===== src/design/qrs_pkg.sv =====
package qrs_pkg;

   localparam int COEF_WIDTH_DEF = 16;
   localparam int ROOT_FRAC_DEF  = 16;
   localparam int FIELD_W        = 16;
   localparam int ROOT_W         = 32;

   typedef enum logic [1:0] {
      KIND_TWO_REAL   = 2'd0,
      KIND_DOUBLE     = 2'd1,
      KIND_COMPLEX    = 2'd2,
      KIND_DEGENERATE = 2'd3
   } root_kind_type;

   typedef struct packed {
      logic signed [FIELD_W-1:0] coef_a;
      logic signed [FIELD_W-1:0] coef_b;
      logic signed [FIELD_W-1:0] coef_c;
   } req_data_type;

   typedef struct packed {
      logic signed [ROOT_W-1:0] root_plus;
      logic signed [ROOT_W-1:0] root_minus;
      root_kind_type            root_kind;
      logic                     saturated;
   } rsp_data_type;

endpackage


===== src/design/qrs_div_pipe.sv =====
module qrs_div_pipe import qrs_pkg::*; #(
   parameter int DVD_W  = 37,
   parameter int DEN_W  = 17,
   parameter int SIDE_W = 4
) (
   input  logic              clock,
   input  logic              reset,
   input  logic              in_valid,
   input  logic [DVD_W-1:0]  in_dvd,
   input  logic [DEN_W-1:0]  in_den,
   input  logic [SIDE_W-1:0] in_side,
   output logic              out_valid,
   output logic [DVD_W-1:0]  out_quot,
   output logic [SIDE_W-1:0] out_side
);

   localparam int REM_W = DEN_W+1;

   logic              valid_ff [DVD_W];
   logic [DVD_W-1:0]  dvd_ff   [DVD_W];
   logic [DEN_W-1:0]  den_ff   [DVD_W];
   logic [DEN_W-1:0]  rem_ff   [DVD_W];
   logic [DVD_W-1:0]  quot_ff  [DVD_W];
   logic [SIDE_W-1:0] side_ff  [DVD_W];

   // one quotient bit per stage, restoring
   for (genvar k = 0; k < DVD_W; k++) begin : g_stage
      logic              valid_src;
      logic [DVD_W-1:0]  dvd_src;
      logic [DEN_W-1:0]  den_src;
      logic [DEN_W-1:0]  rem_src;
      logic [DVD_W-1:0]  quot_src;
      logic [SIDE_W-1:0] side_src;
      logic [REM_W-1:0]  rem_sh;
      logic [REM_W-1:0]  rem_sub;
      logic [DEN_W-1:0]  rem_in;
      logic              qbit;

      if (k == 0) begin : g_first
         assign valid_src = in_valid;
         assign dvd_src   = in_dvd;
         assign den_src   = in_den;
         assign rem_src   = '0;
         assign quot_src  = '0;
         assign side_src  = in_side;
      end else begin : g_next
         assign valid_src = valid_ff[k-1];
         assign dvd_src   = dvd_ff[k-1];
         assign den_src   = den_ff[k-1];
         assign rem_src   = rem_ff[k-1];
         assign quot_src  = quot_ff[k-1];
         assign side_src  = side_ff[k-1];
      end

      always_comb begin
         rem_sh  = {rem_src, dvd_src[DVD_W-1]};
         rem_sub = rem_sh - {1'b0, den_src};
         qbit    = (rem_sh >= {1'b0, den_src});
         rem_in  = qbit ? rem_sub[DEN_W-1:0] : rem_sh[DEN_W-1:0];
      end

      always_ff @(posedge clock) begin
         if (reset) begin
            valid_ff[k] <= 1'b0;
         end else begin
            valid_ff[k] <= valid_src;
         end
         dvd_ff[k]  <= {dvd_src[DVD_W-2:0], 1'b0};
         den_ff[k]  <= den_src;
         rem_ff[k]  <= rem_in;
         quot_ff[k] <= {quot_src[DVD_W-2:0], qbit};
         side_ff[k] <= side_src;
      end
   end

   assign out_valid = valid_ff[DVD_W-1];
   assign out_quot  = quot_ff[DVD_W-1];
   assign out_side  = side_ff[DVD_W-1];

endmodule


===== config.mk =====
export PLATFORM = sky130hd
export DESIGN_NAME = qrs_div_pipe
export DESIGN_NICKNAME = d
export VERILOG_FILES = /design/src/design/qrs_pkg.sv /design/src/design/qrs_div_pipe.sv
export SDC_FILE = /design/constraint.sdc
export NUM_CORES = 2
export LEC_CHECK = 0
export ABC_AREA = 1
export BUFFER_PORTS_ARGS = -buffer_cell sky130_fd_sc_hd__buf_2
export CORE_ASPECT_RATIO = 1.1
export CORE_MARGIN = 1.5
export CORE_UTILIZATION = 35
export CTS_CLUSTER_DIAMETER = 40
export CTS_CLUSTER_SIZE = 12
export DETAILED_ROUTE_END_ITERATION = 8
export PLACE_DENSITY = 0.48
export SYNTH_ARGS = -nofsm -noshare
export SYNTH_HDL_FRONTEND = slang
export SYNTH_MEMORY_MAX_BITS = 65536
export SYNTH_SLANG_ARGS = --single-unit

===== constraint.sdc =====
create_clock -name clock -period 2.1 [get_ports clock]
set_clock_uncertainty 0.2 [all_clocks]
set_input_delay 0.105 -clock clock [delete_from_list [all_inputs] [get_ports clock]]
set_output_delay 0.105 -clock clock [all_outputs]
set_load 0.02 [all_outputs]

==> key figures <==
Synthesis
  • Post-synthesis cell area: 107000 sq um
  • Post-synthesis net count: 13941
  • Top-area cell type share of the netlist area: 52.1%
  • Average size of a mapped cell: 8.08 sq um
  • Synth Instances: 13231
  • Largest area contributor in the netlist: dfxtp_1
  • Sequential fraction of the synthesis area: 52.1%
  • Syn. warnings: 0
  • Distinct cells, synth: 41
  • Seq cells post-synth: 2778
  • Area contributors post-synth: dfxtp_1 52%, nand2_1 16%, inv_1 8.5%, ha_1 7.2%, nand3_1 4.7%

Setup path
  • Max Fanout on Critical Path: 12
  • Endpoint class of the critical path: flip-flop
  • Critical Path AT: 2.80 ns
  • Critical path's top delay family: buffers and inverters
  • CP startpoint kind: flip-flop
  • CP cell instances: inv_1, ha_1, nand2_1, nor2_1, buf_4, nand2_1, o21ai_2, nor2_4, buf_12, buf_12, nand3_1, nand2_2
  • Slowest CP cell: dfxtp_2
  • WP buf/inv: 4
  • CP max stage delay: 0.35 ns
  • Setup CP Type: flip-flop to flip-flop
  • Worst EP required: 2.70 ns
  • FF-to-FF path depth: 12
  • Stages on the worst setup path: 12

STA
  • Minimum clock period: 2.20 ns
  • Final setup fails: 138
  • Max-slew violation count: 0
  • Period utilization: 105%
  • Max Clock Freq: 0.456 GHz
  • Worst slew margin: 25.7%
  • RSZ-0062 raised after global routing: yes
  • Total Neg Setup Slack: -2.73 ns
  • Setup WS post-layout: -0.0953 ns
  • Fin. Hold Viols: 0
  • Worst Tran Pin Value: 1.11 ns

Global routing
  • First-pass GRT wire length: 422 mm
  • Initial antenna violation count: 2
  • Vias in the first global route: 81601
  • Global Route Usage Sum: 16.9%
  • Largest net degree at the start of global routing: 33
  • Total grt overflow: 0

Floorplan
  • Die Y: 582 um
  • Initial core utilization: 35.2%
  • Cell row count: 212
  • IO Pins: 103
  • Die area: 309000 sq um
  • Die X: 530 um
  • Core Footprint: 303000 sq um

Clocking
  • Root buf cell: clkbuf_16
  • Longest Clk Path Bufs: 4
  • Deepest level of the CTS H-tree: 5
  • Clock slew at reported path FFs: 0.06 ns
  • Worst skew pair latency: 0.94 ns
  • CTS buffer count: 403
  • CTS tree: built
  • # clock sinks: 2778

Route
  • Post-route antenna net violation count: 0
  • Residual DRC: 0
  • DRT iter0 DRCs: 3882
  • Vias/cell: 4.28
  • DR pass1 iterations: 5
  • Final wirelength: 273 mm
  • DR WL/cell: 13.9 um
  • Vias: 83869

Cells and area
  • Final-stage net count: 15939
  • Area of the multi-input gates: 51800 sq um
  • Area grow syn2layout: 40.6%
  • FF/Latch Area: 56100 sq um
  • Fraction of layout cells with a size suffix above 1: 29.3%
  • Fillcell total: 28930
  • Post-route insts no fill: 19604

Job
  • Max-Cap Viols: 0

Power and ir drop
  • Pwr dens: 1450 nW/um^2
  • Leak pwr: 76.4 nW
  • VDD IR max: 0.762 mV

Hold path
  • Hold path cells: 0
  • HP Class: flip-flop to flip-flop

Run status
  • Run status: finished, violations left
  • Failing checks: setup timing

Placement
  • Post-Place Cells: 18384
  • GP Congestion: 0.859
  • Detailed placement HPWL: 195 mm
  • Number of port buffers: 102
## layout make-up
type,instances,share of cell area [%]
antenna,2,0.00333
clock buffer,462,7.15
clock inverter,250,1.86
inverter,2422,6.07
multi-input combinational,7988,34.5
sequential,2778,37.4
tap,4066,3.39
timing repair buffer,1636,9.70
## stage by stage
stage,hold WS [ns],total power [mW],instance area [sq um],utilization [%],setup slack [ns]
floorplan,-0.0673,111,107000,-,0.000437
global placement,0.00715,134,120000,39.6,-0.181
detailed placement,0.00857,134,120000,39.6,-0.186
CTS,0.0000548,207,140000,46.2,-0.0753
global route,0.0771,233,150000,49.5,-0.190
finish,0.0850,217,150000,49.5,-0.0953
## state kept, by name, indices dropped and copies added, names as in the netlist
name,flops
quot_ff,703
rem_ff,612
side_ff,148
valid_ff,37
dvd_ff,666
den_ff,612
## placed cells by master, fill, tap and decap left out, types with 262 or more instances in the layout
master,n
dfxtp_1,2422
inv_1,2242
ha_4,321
a21oi_1,303
nor2_1,349
nand3_1,733
nand2_1,3976
dfxtp_2,334
nand3_2,262
buf_4,1175
ha_1,287
nand2_2,588
clkbuf_16,426
## path summary, 6_finish.rpt
check                 start         endpoint  slack (ns)
max            den_ff[2][1]    rem_ff[2][17]        -0.1
min          quot_ff[6][95]  quot_ff[6][133]        0.08
max reg2reg    den_ff[2][1]    rem_ff[2][17]        -0.1
min reg2reg  quot_ff[6][95]  quot_ff[6][133]        0.08
## metal layers
layer  routed length, um  up-vias  track usage, %
met2              131000     1260            29.3
met1              124000    37759            21.5
met4                6820        0            4.67
met3               11200      456            2.65
li1                    -    44394               -
met5                   0        -               0
## cell families (layout without fill, tap and decap cells)
logic type,Yosys count,in the layout,synth area share (%)
XOR/XNOR,246,246,2.02
buffers and inverters,2551,4770,9.47
adder cells (fa/ha/maj),649,649,7.85
AO/OA/AOI/OAI,371,371,1.85
AND/OR/NAND/NOR,6636,6722,26.8
flip-flops,2778,2778,52.1
other,0,2,0
## Yosys cell counts
master,count
nand3_2,4
fa_1,35
buf_6,35
a21oi_2,1
nor3b_2,3
or2_0,12
nand2_4,65
and2_1,47
inv_2,15
nor3_2,3
buf_2,27
o21a_1,13
buf_8,2
nor4_1,4
o21ai_2,19
o21bai_1,3
ha_1,614
clkbuf_1,4
nor3_1,44
or2_1,33
nor2_4,34
nor2_1,486
nand2_1,4571
xor2_1,211
and3_1,31
nand4_1,63
nand2_8,2
xnor2_1,35
nand2_2,120
inv_1,2407
a21oi_1,332
nand3_1,1012
o21ai_0,2
nor4_4,30
nand3b_1,30
dfxtp_1,2778
or2_2,4
nor3b_1,1
nor2_2,37
buf_4,61
a21o_1,1
## where the power goes
part | switching, mW | internal [mW]
registers | 6.74 | 62.6
clock network | 25.5 | 40.7
logic | 45.9 | 35.9
## timing repair
item                                    CTS  global route
gates resized for setup                 711          1797
cloned                                   65            59
setup buffers                           120           145
endpoints found under the setup margin  578           634
pin swaps                               221           897
hold endpoints to repair                112             0
hold buffers                            130             0
Power figures use the tool's default switching activity.
